File: config.mk
export PLATFORM = sky130hd
export DESIGN_NAME = nmea_gga_position_parser
export DESIGN_NICKNAME = d
export VERILOG_FILES = /design/src/hw/rtl/ngga_pkg.sv /design/src/hw/rtl/ngga_parser.sv /design/src/hw/rtl/ngga_convert.sv /design/src/hw/rtl/nmea_gga_position_parser.sv
export SDC_FILE = /design/constraint.sdc
export NUM_CORES = 2
export LEC_CHECK = 0
export BUFFER_PORTS_ARGS = -buffer_cell sky130_fd_sc_hd__buf_2
export CORE_UTILIZATION = 35
export DETAILED_ROUTE_END_ITERATION = 10
export PLACE_DENSITY = 0.45
export SYNTH_ARGS = -nofsm -noshare
export SYNTH_HDL_FRONTEND = slang
export SYNTH_SLANG_ARGS = --single-unit
File: constraint.sdc
create_clock -name aclk -period 16.62 [get_ports aclk]
set_clock_uncertainty 0.1 [all_clocks]
set_input_delay 4.155 -clock aclk [delete_from_list [all_inputs] [get_ports aclk]]
set_output_delay 4.155 -clock aclk [all_outputs]
set_load 0.02 [all_outputs]
File: src/hw/rtl/ngga_pkg.sv
// Shared types, character codes and constants for the GGA position parser.
`timescale 1ns / 1ps

package ngga_pkg;

    // Payload widths
    localparam int BYTE_W = 8;
    localparam int ACC_W  = 31;
    localparam int DEG_W  = 22;
    localparam int MIN_W  = 27;
    localparam int FRAC_W = 20;
    localparam int DEGP_W = 46;
    localparam int Q_W    = 24;
    localparam int LAT_W  = 31;
    localparam int LON_W  = 32;
    localparam int HDR_LEN = 5;

    // Characters of the sentence grammar
    localparam logic [BYTE_W-1:0] CH_DOLLAR  = 8'h24;
    localparam logic [BYTE_W-1:0] CH_NEWLINE = 8'h0A;
    localparam logic [BYTE_W-1:0] CH_COMMA   = 8'h2C;
    localparam logic [BYTE_W-1:0] CH_POINT   = 8'h2E;
    localparam logic [BYTE_W-1:0] CH_ZERO    = 8'h30;
    localparam logic [BYTE_W-1:0] CH_NINE    = 8'h39;
    localparam logic [BYTE_W-1:0] CH_SOUTH   = 8'h53;
    localparam logic [BYTE_W-1:0] CH_WEST    = 8'h57;
    localparam logic [BYTE_W-1:0] CH_NUL     = 8'h00;

    // Sentence header "GNGGA"
    localparam logic [BYTE_W-1:0] HDR_TEXT [HDR_LEN] = '{8'h47, 8'h4E, 8'h47, 8'h47, 8'h41};

    // Scaled-value limits and converted-value saturation
    localparam logic [ACC_W-1:0]  LAT_CAP = 31'd1073741823;
    localparam logic [ACC_W-1:0]  LON_CAP = 31'd2147483647;
    localparam logic [DEGP_W-1:0] LAT_SAT = 46'd900000000;
    localparam logic [DEGP_W-1:0] LON_SAT = 46'd1800000000;

    // Conversion constants: 1e7 per degree, reciprocal of six with a 30-bit shift
    localparam logic [23:0] DEG_MUL = 24'd10000000;
    localparam logic [27:0] RECIP6  = 28'd178956971;

    // Comma field being parsed
    typedef enum logic [2:0] {
        FLD_HDR_SEP,
        FLD_TIME,
        FLD_LAT,
        FLD_LAT_DIR,
        FLD_LON,
        FLD_LON_DIR,
        FLD_DONE
    } field_t;

    // Parsed fix handed from the parser to the conversion pipeline
    typedef struct packed {
        logic             ok;
        logic             south;
        logic             west;
        logic [DEG_W-1:0] lat_deg;
        logic [MIN_W-1:0] lat_min;
        logic [DEG_W-1:0] lon_deg;
        logic [MIN_W-1:0] lon_min;
    } fix_t;

    function automatic longint pow10(input int n);
        longint r;
        r = 1;
        for (int i = 0; i < n; i++) begin
            r = r * 10;
        end
        return r;
    endfunction

endpackage

File: src/hw/rtl/ngga_parser.sv
// Byte-wise GGA sentence parser: header match, field walk and running degree/minute split.
`timescale 1ns / 1ps

module ngga_parser import ngga_pkg::*; #(
    parameter int SENTENCE_LIMIT  = 128,
    parameter int MINUTE_DECIMALS = 5
) (
    input  logic              aclk,
    input  logic              aresetn,
    input  logic              take,
    input  logic [BYTE_W-1:0] rx_byte,
    output logic              emit,
    output fix_t              fix
);

    localparam int POS_W = $clog2(SENTENCE_LIMIT + 1);
    localparam logic [POS_W-1:0] POS_LIMIT = POS_W'(SENTENCE_LIMIT);
    localparam logic [POS_W-1:0] POS_HDR   = POS_W'(HDR_LEN);
    localparam logic [2:0]       MDEC      = 3'(MINUTE_DECIMALS);
    localparam logic [MIN_W-1:0] SCALE     = MIN_W'(pow10(MINUTE_DECIMALS));

    // Largest value that still survives k more decimal shifts
    localparam logic [ACC_W-1:0] LAT_LIM [8] = '{
        LAT_CAP / 1, LAT_CAP / 10, LAT_CAP / 100, LAT_CAP / 1000,
        LAT_CAP / 10000, LAT_CAP / 100000, LAT_CAP / 1000000, LAT_CAP / 10000000
    };
    localparam logic [ACC_W-1:0] LON_LIM [8] = '{
        LON_CAP / 1, LON_CAP / 10, LON_CAP / 100, LON_CAP / 1000,
        LON_CAP / 10000, LON_CAP / 100000, LON_CAP / 1000000, LON_CAP / 10000000
    };
    // Weight of a minute decimal, by decimals still to come
    localparam logic [FRAC_W-1:0] FRAC_WT [8] = '{
        20'd1, 20'd10, 20'd100, 20'd1000, 20'd10000, 20'd100000, 20'd1000000, 20'd0
    };

    logic [POS_W-1:0]  pos_reg, pos_next;
    logic              hdr_reg, hdr_next;
    field_t            field_reg, field_next;
    logic [ACC_W-1:0]  accum_reg, accum_next;
    logic [2:0]        fdc_reg, fdc_next;
    logic              point_reg, point_next;
    logic              seen_reg, seen_next;
    logic [DEG_W-1:0]  deg_reg, deg_next;
    logic [6:0]        rem_reg, rem_next;
    logic [FRAC_W-1:0] frac_reg, frac_next;
    logic [DEG_W-1:0]  lat_deg_reg, lat_deg_next, lon_deg_reg, lon_deg_next;
    logic [MIN_W-1:0]  lat_min_reg, lat_min_next, lon_min_reg, lon_min_next;
    logic              south_reg, south_next, west_reg, west_next;
    logic              good_reg, good_next;

    logic              is_start, in_sentence, in_body;
    logic              is_comma, is_point, is_digit, is_nul;
    logic              keep, frac_full, acc_ovf, pad_ovf, fail, adv;
    logic [3:0]        digit, carry;
    logic [ACC_W-1:0]  cap, pad_lim;
    logic [ACC_W+3:0]  acc10;
    logic [2:0]        pad_k, wt_idx;
    logic [9:0]        rem10, rem_full;
    logic [15:0]       carry_prod;
    logic [FRAC_W-1:0] frac_wt;
    logic [MIN_W-1:0]  mins;
    logic [DEG_W-1:0]  deg_step;

    // Classify the beat
    assign is_start    = take && (rx_byte == CH_DOLLAR || rx_byte == CH_NEWLINE);
    assign in_sentence = take && !is_start && (pos_reg < POS_LIMIT);
    assign in_body     = in_sentence && (pos_reg >= POS_HDR);
    assign is_comma    = rx_byte == CH_COMMA;
    assign is_point    = rx_byte == CH_POINT;
    assign is_digit    = (rx_byte >= CH_ZERO) && (rx_byte <= CH_NINE);
    assign is_nul      = rx_byte == CH_NUL;
    assign digit       = rx_byte[3:0];
    assign keep        = field_reg != FLD_TIME;

    // Overflow checks on the scaled value
    assign cap     = (field_reg == FLD_LAT) ? LAT_CAP : LON_CAP;
    assign acc10   = {1'b0, accum_reg, 3'b000} + {3'b000, accum_reg, 1'b0}
                   + {{ACC_W{1'b0}}, digit};
    assign acc_ovf = acc10 > {4'b0000, cap};
    assign pad_k   = MDEC - fdc_reg;
    assign pad_lim = (field_reg == FLD_LAT) ? LAT_LIM[pad_k] : LON_LIM[pad_k];
    assign pad_ovf = accum_reg > pad_lim;

    // Minute decimals and whole-part split into degrees and minutes
    assign frac_full  = point_reg && (fdc_reg >= MDEC);
    assign wt_idx     = MDEC - 3'd1 - fdc_reg;
    assign frac_wt    = FRAC_WT[wt_idx];
    assign rem10      = {rem_reg, 3'b000} + {2'b00, rem_reg, 1'b0} + {6'b000000, digit};
    assign carry_prod = {6'b000000, rem10} * 16'd41;
    assign carry      = carry_prod[15:12];
    assign rem_full   = rem10 - ({6'b000000, carry} * 10'd100);
    assign deg_step   = (deg_reg * DEG_W'(10)) + DEG_W'(carry);
    assign mins       = (MIN_W'(rem_reg) * SCALE) + MIN_W'(frac_reg);

    // Decide fail or advance for the current field
    always_comb begin
        fail = 1'b0;
        adv  = 1'b0;
        if (in_body) begin
            unique case (field_reg)
                FLD_HDR_SEP: begin
                    adv  = is_comma;
                    fail = !is_comma;
                end
                FLD_TIME, FLD_LAT, FLD_LON: begin
                    priority if (is_comma) begin
                        fail = !seen_reg || (keep && pad_ovf);
                        adv  = !fail;
                    end else if (is_point) begin
                        fail = point_reg;
                    end else if (is_digit) begin
                        fail = !frac_full && keep && acc_ovf;
                    end else begin
                        fail = 1'b1;
                    end
                end
                FLD_LAT_DIR: begin
                    if (is_comma) begin
                        fail = !seen_reg;
                        adv  = seen_reg;
                    end else begin
                        fail = seen_reg || is_nul;
                    end
                end
                FLD_LON_DIR: begin
                    fail = is_nul;
                    adv  = !is_nul;
                end
                default: begin
                end
            endcase
        end
    end

    // Field sequence
    always_comb begin
        field_next = field_reg;
        priority if (is_start) begin
            field_next = FLD_HDR_SEP;
        end else if (fail) begin
            field_next = FLD_DONE;
        end else if (adv) begin
            unique case (field_reg)
                FLD_HDR_SEP: field_next = FLD_TIME;
                FLD_TIME:    field_next = FLD_LAT;
                FLD_LAT:     field_next = FLD_LAT_DIR;
                FLD_LAT_DIR: field_next = FLD_LON;
                FLD_LON:     field_next = FLD_LON_DIR;
                default:     field_next = FLD_DONE;
            endcase
        end
    end

    // Running values of the sentence
    always_comb begin
        pos_next     = pos_reg;
        hdr_next     = hdr_reg;
        accum_next   = accum_reg;
        fdc_next     = fdc_reg;
        point_next   = point_reg;
        seen_next    = seen_reg;
        deg_next     = deg_reg;
        rem_next     = rem_reg;
        frac_next    = frac_reg;
        lat_deg_next = lat_deg_reg;
        lat_min_next = lat_min_reg;
        lon_deg_next = lon_deg_reg;
        lon_min_next = lon_min_reg;
        south_next   = south_reg;
        west_next    = west_reg;
        good_next    = good_reg;
        if (is_start) begin
            pos_next     = '0;
            hdr_next     = 1'b0;
            accum_next   = '0;
            fdc_next     = '0;
            point_next   = 1'b0;
            seen_next    = 1'b0;
            deg_next     = '0;
            rem_next     = '0;
            frac_next    = '0;
            lat_deg_next = '0;
            lat_min_next = '0;
            lon_deg_next = '0;
            lon_min_next = '0;
            south_next   = 1'b0;
            west_next    = 1'b0;
            good_next    = 1'b0;
        end else if (in_sentence) begin
            pos_next = pos_reg + POS_W'(1);
            if (pos_reg < POS_HDR) begin
                if (pos_reg == '0) begin
                    good_next = 1'b1;
                end
                hdr_next = ((pos_reg == '0) || hdr_reg) && (rx_byte == HDR_TEXT[pos_reg[2:0]]);
            end else if (fail) begin
                good_next = 1'b0;
            end else if (adv) begin
                // Store the finished field, then clear for the next one
                if (field_reg == FLD_LAT) begin
                    lat_deg_next = deg_reg;
                    lat_min_next = mins;
                end
                if (field_reg == FLD_LON) begin
                    lon_deg_next = deg_reg;
                    lon_min_next = mins;
                end
                if (field_reg == FLD_LON_DIR) begin
                    west_next = rx_byte == CH_WEST;
                end
                accum_next = '0;
                fdc_next   = '0;
                point_next = 1'b0;
                seen_next  = 1'b0;
                deg_next   = '0;
                rem_next   = '0;
                frac_next  = '0;
            end else begin
                unique case (field_reg)
                    FLD_TIME, FLD_LAT, FLD_LON: begin
                        if (is_point) begin
                            point_next = 1'b1;
                        end
                        if (is_digit) begin
                            seen_next = 1'b1;
                            if (!frac_full) begin
                                if (keep) begin
                                    accum_next = acc10[ACC_W-1:0];
                                    if (point_reg) begin
                                        frac_next = frac_reg + (FRAC_W'(digit) * frac_wt);
                                    end else begin
                                        deg_next = deg_step;
                                        rem_next = rem_full[6:0];
                                    end
                                end
                                if (point_reg) begin
                                    fdc_next = fdc_reg + 3'd1;
                                end
                            end
                        end
                    end
                    FLD_LAT_DIR: begin
                        south_next = rx_byte == CH_SOUTH;
                        seen_next  = 1'b1;
                    end
                    default: begin
                    end
                endcase
            end
        end
    end

    always_ff @(posedge aclk) begin
        if (!aresetn) begin
            pos_reg     <= '0;
            hdr_reg     <= 1'b0;
            field_reg   <= FLD_HDR_SEP;
            accum_reg   <= '0;
            fdc_reg     <= '0;
            point_reg   <= 1'b0;
            seen_reg    <= 1'b0;
            deg_reg     <= '0;
            rem_reg     <= '0;
            frac_reg    <= '0;
            lat_deg_reg <= '0;
            lat_min_reg <= '0;
            lon_deg_reg <= '0;
            lon_min_reg <= '0;
            south_reg   <= 1'b0;
            west_reg    <= 1'b0;
            good_reg    <= 1'b0;
        end else begin
            pos_reg     <= pos_next;
            hdr_reg     <= hdr_next;
            field_reg   <= field_next;
            accum_reg   <= accum_next;
            fdc_reg     <= fdc_next;
            point_reg   <= point_next;
            seen_reg    <= seen_next;
            deg_reg     <= deg_next;
            rem_reg     <= rem_next;
            frac_reg    <= frac_next;
            lat_deg_reg <= lat_deg_next;
            lat_min_reg <= lat_min_next;
            lon_deg_reg <= lon_deg_next;
            lon_min_reg <= lon_min_next;
            south_reg   <= south_next;
            west_reg    <= west_next;
            good_reg    <= good_next;
        end
    end

    // Release a fix when a newline closes a GNGGA sentence of legal length
    assign emit = take && (rx_byte == CH_NEWLINE) && hdr_reg
               && (pos_reg >= POS_HDR) && (pos_reg < POS_LIMIT);

    always_comb begin
        fix.ok      = good_reg && (field_reg == FLD_DONE);
        fix.south   = south_reg;
        fix.west    = west_reg;
        fix.lat_deg = lat_deg_reg;
        fix.lat_min = lat_min_reg;
        fix.lon_deg = lon_deg_reg;
        fix.lon_min = lon_min_reg;
    end

endmodule

File: src/hw/rtl/ngga_convert.sv
// Four-stage pipeline turning degrees and scaled minutes into signed 1e-7 degree units.
`timescale 1ns / 1ps

module ngga_convert import ngga_pkg::*; #(
    parameter int MINUTE_DECIMALS = 5
) (
    input  logic             aclk,
    input  logic             aresetn,
    input  logic             in_valid,
    output logic             in_ready,
    input  fix_t             in_fix,
    output logic             out_valid,
    input  logic             out_ready,
    output logic [LAT_W-1:0] out_lat,
    output logic [LON_W-1:0] out_lon,
    output logic             out_ok
);

    // minutes * 10^(6-M) / 6 gives minutes / 60 in 1e-7 degree
    localparam logic [MIN_W-1:0] MIN_MUL = MIN_W'(pow10(6 - MINUTE_DECIMALS));

    logic              v1_reg, v2_reg, v3_reg, v4_reg;
    logic              rdy2, rdy3, rdy4;
    fix_t              s1_fix_reg;
    logic [2:0]        s2_flags_reg, s3_flags_reg;
    logic [DEGP_W-1:0] s2_lat_degp_reg, s2_lon_degp_reg, s3_lat_degp_reg, s3_lon_degp_reg;
    logic [MIN_W-1:0]  s2_lat_y_reg, s2_lon_y_reg;
    logic [Q_W-1:0]    s3_lat_q_reg, s3_lon_q_reg;
    logic [LAT_W-1:0]  lat_reg, lat_next;
    logic [LON_W-1:0]  lon_reg, lon_next;
    logic              ok_reg;
    logic [DEGP_W-1:0] lat_degp, lon_degp, lat_mag, lon_mag;
    logic [MIN_W-1:0]  lat_y, lon_y;
    logic [54:0]       lat_prod, lon_prod;

    function automatic logic [DEGP_W-1:0] clamp_sum(input logic [DEGP_W-1:0] degp,
                                                    input logic [Q_W-1:0] q,
                                                    input logic [DEGP_W-1:0] sat);
        logic [DEGP_W-1:0] v;
        v = degp + DEGP_W'(q);
        return (v > sat) ? sat : v;
    endfunction

    // Advance a stage when the one after it is empty or moving
    assign rdy4     = !v4_reg || out_ready;
    assign rdy3     = !v3_reg || rdy4;
    assign rdy2     = !v2_reg || rdy3;
    assign in_ready = !v1_reg || rdy2;

    always_ff @(posedge aclk) begin
        if (!aresetn) begin
            v1_reg <= 1'b0;
            v2_reg <= 1'b0;
            v3_reg <= 1'b0;
            v4_reg <= 1'b0;
        end else begin
            if (in_ready) begin
                v1_reg <= in_valid;
            end
            if (rdy2) begin
                v2_reg <= v1_reg;
            end
            if (rdy3) begin
                v3_reg <= v2_reg;
            end
            if (rdy4) begin
                v4_reg <= v3_reg;
            end
        end
    end

    // Stage two: degrees to 1e-7 units, minutes to a common scale
    assign lat_degp = s1_fix_reg.lat_deg * DEG_MUL;
    assign lon_degp = s1_fix_reg.lon_deg * DEG_MUL;
    assign lat_y    = s1_fix_reg.lat_min * MIN_MUL;
    assign lon_y    = s1_fix_reg.lon_min * MIN_MUL;

    // Stage three: divide by six through the reciprocal
    assign lat_prod = s2_lat_y_reg * RECIP6;
    assign lon_prod = s2_lon_y_reg * RECIP6;

    // Stage four: sum, saturate and apply the hemisphere sign, or zero a failed fix
    assign lat_mag  = clamp_sum(s3_lat_degp_reg, s3_lat_q_reg, LAT_SAT);
    assign lon_mag  = clamp_sum(s3_lon_degp_reg, s3_lon_q_reg, LON_SAT);

    always_comb begin
        lat_next = '0;
        lon_next = '0;
        if (s3_flags_reg[2]) begin
            lat_next = s3_flags_reg[1] ? (LAT_W'(0) - lat_mag[LAT_W-1:0]) : lat_mag[LAT_W-1:0];
            lon_next = s3_flags_reg[0] ? (LON_W'(0) - lon_mag[LON_W-1:0]) : lon_mag[LON_W-1:0];
        end
    end

    always_ff @(posedge aclk) begin
        if (in_ready) begin
            s1_fix_reg <= in_fix;
        end
        if (rdy2) begin
            s2_flags_reg    <= {s1_fix_reg.ok, s1_fix_reg.south, s1_fix_reg.west};
            s2_lat_degp_reg <= lat_degp;
            s2_lon_degp_reg <= lon_degp;
            s2_lat_y_reg    <= lat_y;
            s2_lon_y_reg    <= lon_y;
        end
        if (rdy3) begin
            s3_flags_reg    <= s2_flags_reg;
            s3_lat_degp_reg <= s2_lat_degp_reg;
            s3_lon_degp_reg <= s2_lon_degp_reg;
            s3_lat_q_reg    <= lat_prod[53:30];
            s3_lon_q_reg    <= lon_prod[53:30];
        end
        if (rdy4) begin
            lat_reg <= lat_next;
            lon_reg <= lon_next;
            ok_reg  <= s3_flags_reg[2];
        end
    end

    assign out_valid = v4_reg;
    assign out_lat   = lat_reg;
    assign out_lon   = lon_reg;
    assign out_ok    = ok_reg;

endmodule

File: src/hw/rtl/nmea_gga_position_parser.sv
// Top level: NMEA byte stream in, GNGGA latitude/longitude fix out.
// Path: the fix taken at the edge that accepts the closing newline passes the capture,
// scale, reciprocal and output registers of the conversion pipeline before m_tvalid rises.
// Throughput: one byte per cycle; s_tready falls only while all four pipeline stages
// hold results that m_tready is not taking.
// Reset: synchronous aresetn clears the sentence state and every pipeline valid.
`timescale 1ns / 1ps

module nmea_gga_position_parser import ngga_pkg::*; #(
    parameter int SENTENCE_LIMIT  = 128,
    parameter int MINUTE_DECIMALS = 5
) (
    input  logic        aclk,
    input  logic        aresetn,
    input  logic        s_tvalid,
    output logic        s_tready,
    input  logic [7:0]  s_tdata,   // [7:0] rx_byte
    output logic        m_tvalid,
    input  logic        m_tready,
    output logic [63:0] m_tdata,   // [30:0] latitude, [62:31] longitude, [63] zero
    output logic        m_tuser    // [0] parsed_ok
);

    logic             take;
    logic             emit;
    fix_t             fix;
    logic             conv_ready;
    logic [LAT_W-1:0] lat;
    logic [LON_W-1:0] lon;

    // Accept a beat whenever the pipeline can take a possible fix
    assign s_tready = conv_ready;
    assign take     = s_tvalid && conv_ready;

    ngga_parser #(
        .SENTENCE_LIMIT  (SENTENCE_LIMIT),
        .MINUTE_DECIMALS (MINUTE_DECIMALS)
    ) u_parser (
        .aclk    (aclk),
        .aresetn (aresetn),
        .take    (take),
        .rx_byte (s_tdata),
        .emit    (emit),
        .fix     (fix)
    );

    ngga_convert #(
        .MINUTE_DECIMALS (MINUTE_DECIMALS)
    ) u_convert (
        .aclk      (aclk),
        .aresetn   (aresetn),
        .in_valid  (emit),
        .in_ready  (conv_ready),
        .in_fix    (fix),
        .out_valid (m_tvalid),
        .out_ready (m_tready),
        .out_lat   (lat),
        .out_lon   (lon),
        .out_ok    (m_tuser)
    );

    // Pack the result beat
    assign m_tdata = {1'b0, lon, lat};

endmodule

-- Word level (Yosys, flattened, before mapping)
Memory sizes are Yosys's and may differ from the RTL's.
Index checks and enable logic that the tools add are counted.
- RAM bits: 0
- memories: 4
- bits in latches: 0
- input bits: 12
- bits in read-only memories: 720
- output and inout port bits: 67
- word-level logic and storage cells: 235
- register bits: 629
- add/sub/neg operators: 16
- equality and inequality tests: 18
- magnitude comparators: 13
- reductions and logical operators: 60
- mux-type cells: 64
- multiply operators: 11
- div/mod/pow operators: 0
- bitwise operators: 7
- shifts and indexed selects: 0
- memory list (name ; depth ; bits a word ; read ports ; clocked after Yosys merged registers in ; write ports ; line ; text):
    (no name shown) ; 8 ; 31 ; 1 ; 0 ; 0 ; ngga_parser.sv:81 ; assign pad_lim = (field_reg == FLD_LAT) ? LAT_LIM[pad_k] : LON_LIM[pad_k];
    (no name shown) ; 8 ; 31 ; 1 ; 0 ; 0 ; ngga_parser.sv:81 ;
    (no name shown) ; 8 ; 20 ; 1 ; 0 ; 0 ; ngga_parser.sv:87 ; assign frac_wt = FRAC_WT[wt_idx];
    (no name shown) ; 8 ; 8 ; 1 ; 0 ; 0 ; ngga_parser.sv:195 ; hdr_next = ((pos_reg == '0) || hdr_reg) && (rx_byte == HDR_TEXT[pos_reg[2:0]]);
- operators with widths (kind ; number):
    31-bit 2-to-1 mux ; 13
    20-bit 2-to-1 mux ; 8
    22-bit 2-to-1 mux ; 6
    26-bit by 28-bit multiplier with 53-bit output, second input constant ; 2
    46-bit by 24-bit adder with 46-bit output ; 2
    22-bit by 17-bit multiplier with 39-bit output, second input constant ; 2
    32-bit 2-to-1 mux ; 2
    27-bit by 3-bit multiplier with 26-bit output, second input constant ; 2
    46-bit by 30-bit greater-than comparator with 1-bit output, second input constant ; 1
    46-bit by 31-bit greater-than comparator with 1-bit output, second input constant ; 1
    7-bit 2-to-1 mux ; 6
    34-bit by 32-bit adder with 35-bit output ; 1
    35-bit by 4-bit adder with 35-bit output ; 1
    35-bit by 31-bit greater-than comparator with 1-bit output ; 1
    1-bit by 32-bit subtractor with 32-bit output, first input constant ; 1
    31-bit greater-than comparator ; 1
    1-bit by 31-bit subtractor with 31-bit output, first input constant ; 1
    5-bit AND reduction ; 6
    24-bit by 20-bit adder with 25-bit output ; 1
    8-bit by 6-bit equality test with 1-bit output, second input constant ; 3
    22-bit by 4-bit adder with 22-bit output ; 1
    22-bit by 3-bit multiplier with 21-bit output, second input constant ; 1
    3-bit 2-to-1 mux ; 7
    20-bit adder ; 1
    other kinds (45) ; 118

-- Longest topological paths before layout
- depth after elaboration: 15
- mapped depth: 37
- mapped depth without buffers: 36

-- Hierarchy
A second synthesis with hierarchy kept.
- cells, all modules: 6871
- area total of the unflattened synthesis: 68111.6 sq um
- modules (own cells, without submodules) (module ; cells an instance ; area an instance (sq um) ; sequential area each (sq um) ; times used):
    ngga_convert ; 4658 ; 50140.6 ; 12842.3 ; 1
    ngga_parser ; 2210 ; 17953.5 ; 3883.7 ; 1
    nmea_gga_position_parser ; 3 ; 17.5 ; 0.0 ; 1

-- Least setup slack after synthesis
OpenSTA, ideal clock, no wires.
- path kind: input -> register
- start point: input s_tdata[3]
- end point: register u_parser.deg_reg[20]
- setup slack: 4642 ps
- stages: 37
- setup time: 137 ps
- arrival time: 11742 ps
- path buffers: 1
- data required time: 16383 ps
- cells stage by stage: clkbuf_1 inv_1 fa_1 inv_1 fa_1 a21o_1 a21oi_1 xnor2_1 inv_1 fa_1 inv_1 ha_1 ha_1 and3_1 a31o_2 a21o_1 a21o_1 a21o_1 a21o_1 a21oi_1 nor2b_1 o21a_1 nor2_1 o21bai_1 xor2_1 ha_1 a21oi_1 nor3b_1 nand3_1 nor4b_1 nand3_1 nor3b_1 and3_1 nand4_1 or2_2 xnor2_1 o22ai_1
- cells in the longest elaborated chain, start to end: 10
- elaborated cells on any way between the ends: 47
- classes of those cells: 3 x add/sub; 1 x mul; 3 x order compare; 6 x eq/ne; 16 x mux; 1 x bitwise; 17 x reduce/logical
- ends and longest elaborated chain (element ; line ; text):
    from (decl) ; nmea_gga_position_parser.sv:17 ; input logic [7:0] s_tdata,
    parallel branches: the longest is 10 deep, another holds 22-bit by 4-bit adder with 22-bit output ; - ;
    to (signal assigned) ; ngga_parser.sv:280 ; deg_reg <= deg_next;
    to (decl) ; ngga_parser.sv:43 ; logic [DEG_W-1:0] deg_reg, deg_next;
Parallel ways; which one is timed is not known. The select of a mux whose other input is x is not followed.
A chain may end at the register's enable or synchronous reset.

-- Worst setup path after layout
Same ends and word-level chain as after synthesis.

==> flow_summary.yaml <==
sta:
  final.min_clock_period_ps: 12310
  clock.fmax_mhz: 81.3
  finalSetupViolCount: 0
  finalSetupTns_ps: 0
  timing.final.crit_share_pct: 74.1
  worst_slack_ps: 4310
  holdWs_ps: 314
  tightest_slew_ps: 1220
  slew_headroom_pct: 18.7
  rsz0062_at_grt: "false"
  drv_slew: 0
  hold_violations: 0
clock_network:
  post_cts_buffers: 0
  ctsRootBufferMaster: "clkbuf_16"
  ctsResizeCount: 0
  clk_pin_slew_ps: 60
  cts_buffer_depth: 3
  cts_sinks: 621
  htree_levels: 3
  holdBufCountCts: 0
  numCtsBuffers: 78
  cts_tree: "yes"
  clk_latency_ps: 700
worst_setup_path:
  slowest_delay_ps: 600
  cp_data_arrival_time_ps: 12710
  cp_common_cell: "a21o_1"
  timing_worst_setup_path_type: "in -> reg"
  endpoint_kind: "register"
  slowest_stage: "fa_1"
  worstPathRequired_ps: 17020
  critPathMaxFanout: 19
  start_kind: "primary input"
global_route:
  antenna_found_initial: 5
  gr-total-overflow: 0
  track_usage_pct: 17.3
  grt_max_degree: 172
  first_global_vias: 47700
  grt_first_pass_wirelength_mm: 269
layout:
  stdcell_count: 9369
  fillers: 19100
  seq_area_sq_mm: 0.0167
  finalInstanceArea_sq_mm: 0.0737
  nets: 8627
  area_delta_synth_final_pct: 8.71
  utilization_pct: 38.3
  drive_above_1_share_pct: 4.34
  largest_reg_flops: 97
  multi_input_area_sq_mm: 0.0459
power:
  p_comb_share_pct: 2.1
  p_leak_nw: 39.2
  internal_power_mw: 2.70
  total_power_mw: 3.49
  clockPowerShare_pct: 51.1
  swShare_pct: 22.7
  power.share.sequential_pct: 46.8
  irDropWorstVdd_mv: 0.0669
  p_per_area_mw_per_mm2: 47.3
  p_sw_mw: 0.790
logic_synthesis:
  synth.top_cells.by_area: "ha_1, fa_1, edfxtp_1"
  syn-cell-area_sq_mm: 0.0678
  synthMuxAreaShare_pct: 2.39
  synthSimpleGateAreaFrac_pct: 10.2
  synth-xor-area-share_pct: 4.28
  synth.top_cells.by_count: "inv_1, ha_1, fa_1"
  avgSynthCellArea_sq_um: 10.1
  synth_cell_types: 103
  synth_nets: 8569
  synth_compound_gate_area_share_pct: 9.71
  ys_ff_latch: 621
  synth_fa_ha_area_share_pct: 41.2
  synthCells: 6718
  synth_ff_type: "edfxtp_1"
  synth-seq-area-share_pct: 24.6
  yosysWarnings: 0
  yosys.area.top_type: "ha_1"
  synth.most_common_cell: "inv_1"
  async_flop_share_pct: 0
  synth_top_family_by_area: "adder cells"
  synth_top_area_share_pct: 21.9
  synth-edff-count: 423
route:
  drt-total-wl_mm: 168
  dr.pass1.iters: 5
  via_per_inst: 4.93
  drcViolationCount: 0
  post_drt_wl_per_cell_um: 17.9
  antenna_left: 0
  via_count: 46100
  first_iter_violations: 2212
place:
  dpl_worst_slack_ps: 3560
  dp_hpwl_mm: 140
  dpl_cell_area_sq_mm: 0.0710
  io_buffers: 77
  gp_congestion: 0.852
  dp_cells: 9222
run_status:
  status: "completed"
floorplanning:
  core_area_sq_mm: 0.192
  chipHeight_um: 442
  num_rows: 161
  die_x_um: 442
  ios: 79
  initial_core_util_pct: 35.2
  die_area_sq_mm: 0.195
hold_path:
  worstHoldPathType: "reg -> reg"
flow_run:
  cap_viol_max_count: 0
power groups by stage:
stage / clock network, mW / registers, mW / logic [mW]
4_1_cts: 1.85 / 1.63 / 0.0748
3_3_place_gp: 0 / 1.66 / 0.0741
2_1_floorplan: 0 / 1.66 / 0.0544
6_report: 1.78 / 1.63 / 0.0736
5_1_grt: 1.89 / 1.63 / 0.0841
3_5_place_dp: 0 / 1.66 / 0.0743
cell usage in the layout (no fill, tap or decap), drive strengths merged, types with 118 or more instances in the layout:
cell,Yosys,layout
nor2,282,282
nand3,148,148
nand2,472,472
fa,651,651
xnor2,226,226
ha,1188,1188
mux2i,157,157
nor3,118,118
a21oi,266,266
dfxtp,198,198
inv,1230,1240
edfxtp,423,423
o21ai,158,158
metal layers:
layer  part of all wire (%)  track usage [%]
met1                     52             25.6
met4                    1.9             3.61
met5                      0                0
met3                    3.4             2.40
met2                     43             26.8
critical path: cells and delay by family:
kind	cells	cell delay (ps)
AND/OR/NAND/NOR	11	2530
buffers and inverters	5	890
XOR/XNOR	3	580
AO/OA/AOI/OAI	12	2020
adder cells (fa/ha/maj)	6	2520
cells by family after synthesis:
group / Yosys count
adder cells (fa/ha/maj): 1840
buffers and inverters: 1357
AO/OA/AOI/OAI: 986
XOR/XNOR: 331
flip-flops: 621
AND/OR/NAND/NOR: 1421
multiplexers: 161
other: 1
worst paths after layout:
kind / startpoint / slack [ps] / end / cells after the start
worst min register to register: u_convert.s2_lat_degp_reg[41]$_DFFE_PP_ / 310 / u_convert.s3_lat_degp_reg[41]$_DFFE_PP_ / 0
worst max register to register: u_parser.rem_reg[0]$_SDFFE_PP0P_ / 7850 / u_parser.deg_reg[20]$_SDFFE_PP0P_ / 36
worst max-delay path: s_tdata[3] / 4310 / u_parser.deg_reg[20]$_SDFFE_PP0P_ / 37
worst min-delay path: u_convert.s2_lat_degp_reg[41]$_DFFE_PP_ / 310 / u_convert.s3_lat_degp_reg[41]$_DFFE_PP_ / 0
final cells by class:
cell class / instances / share of cell area [%]
flip-flops and latches: 621 / 22.6
multi-input cells: 4740 / 62.4
repair buffers: 104 / 0.815
diodes: 2 / 0.00679
clock buffers: 91 / 2.73
inverters: 1231 / 6.28
well taps: 2526 / 4.29
clock inverters: 54 / 0.903
(Power assumes the default switching activity.)
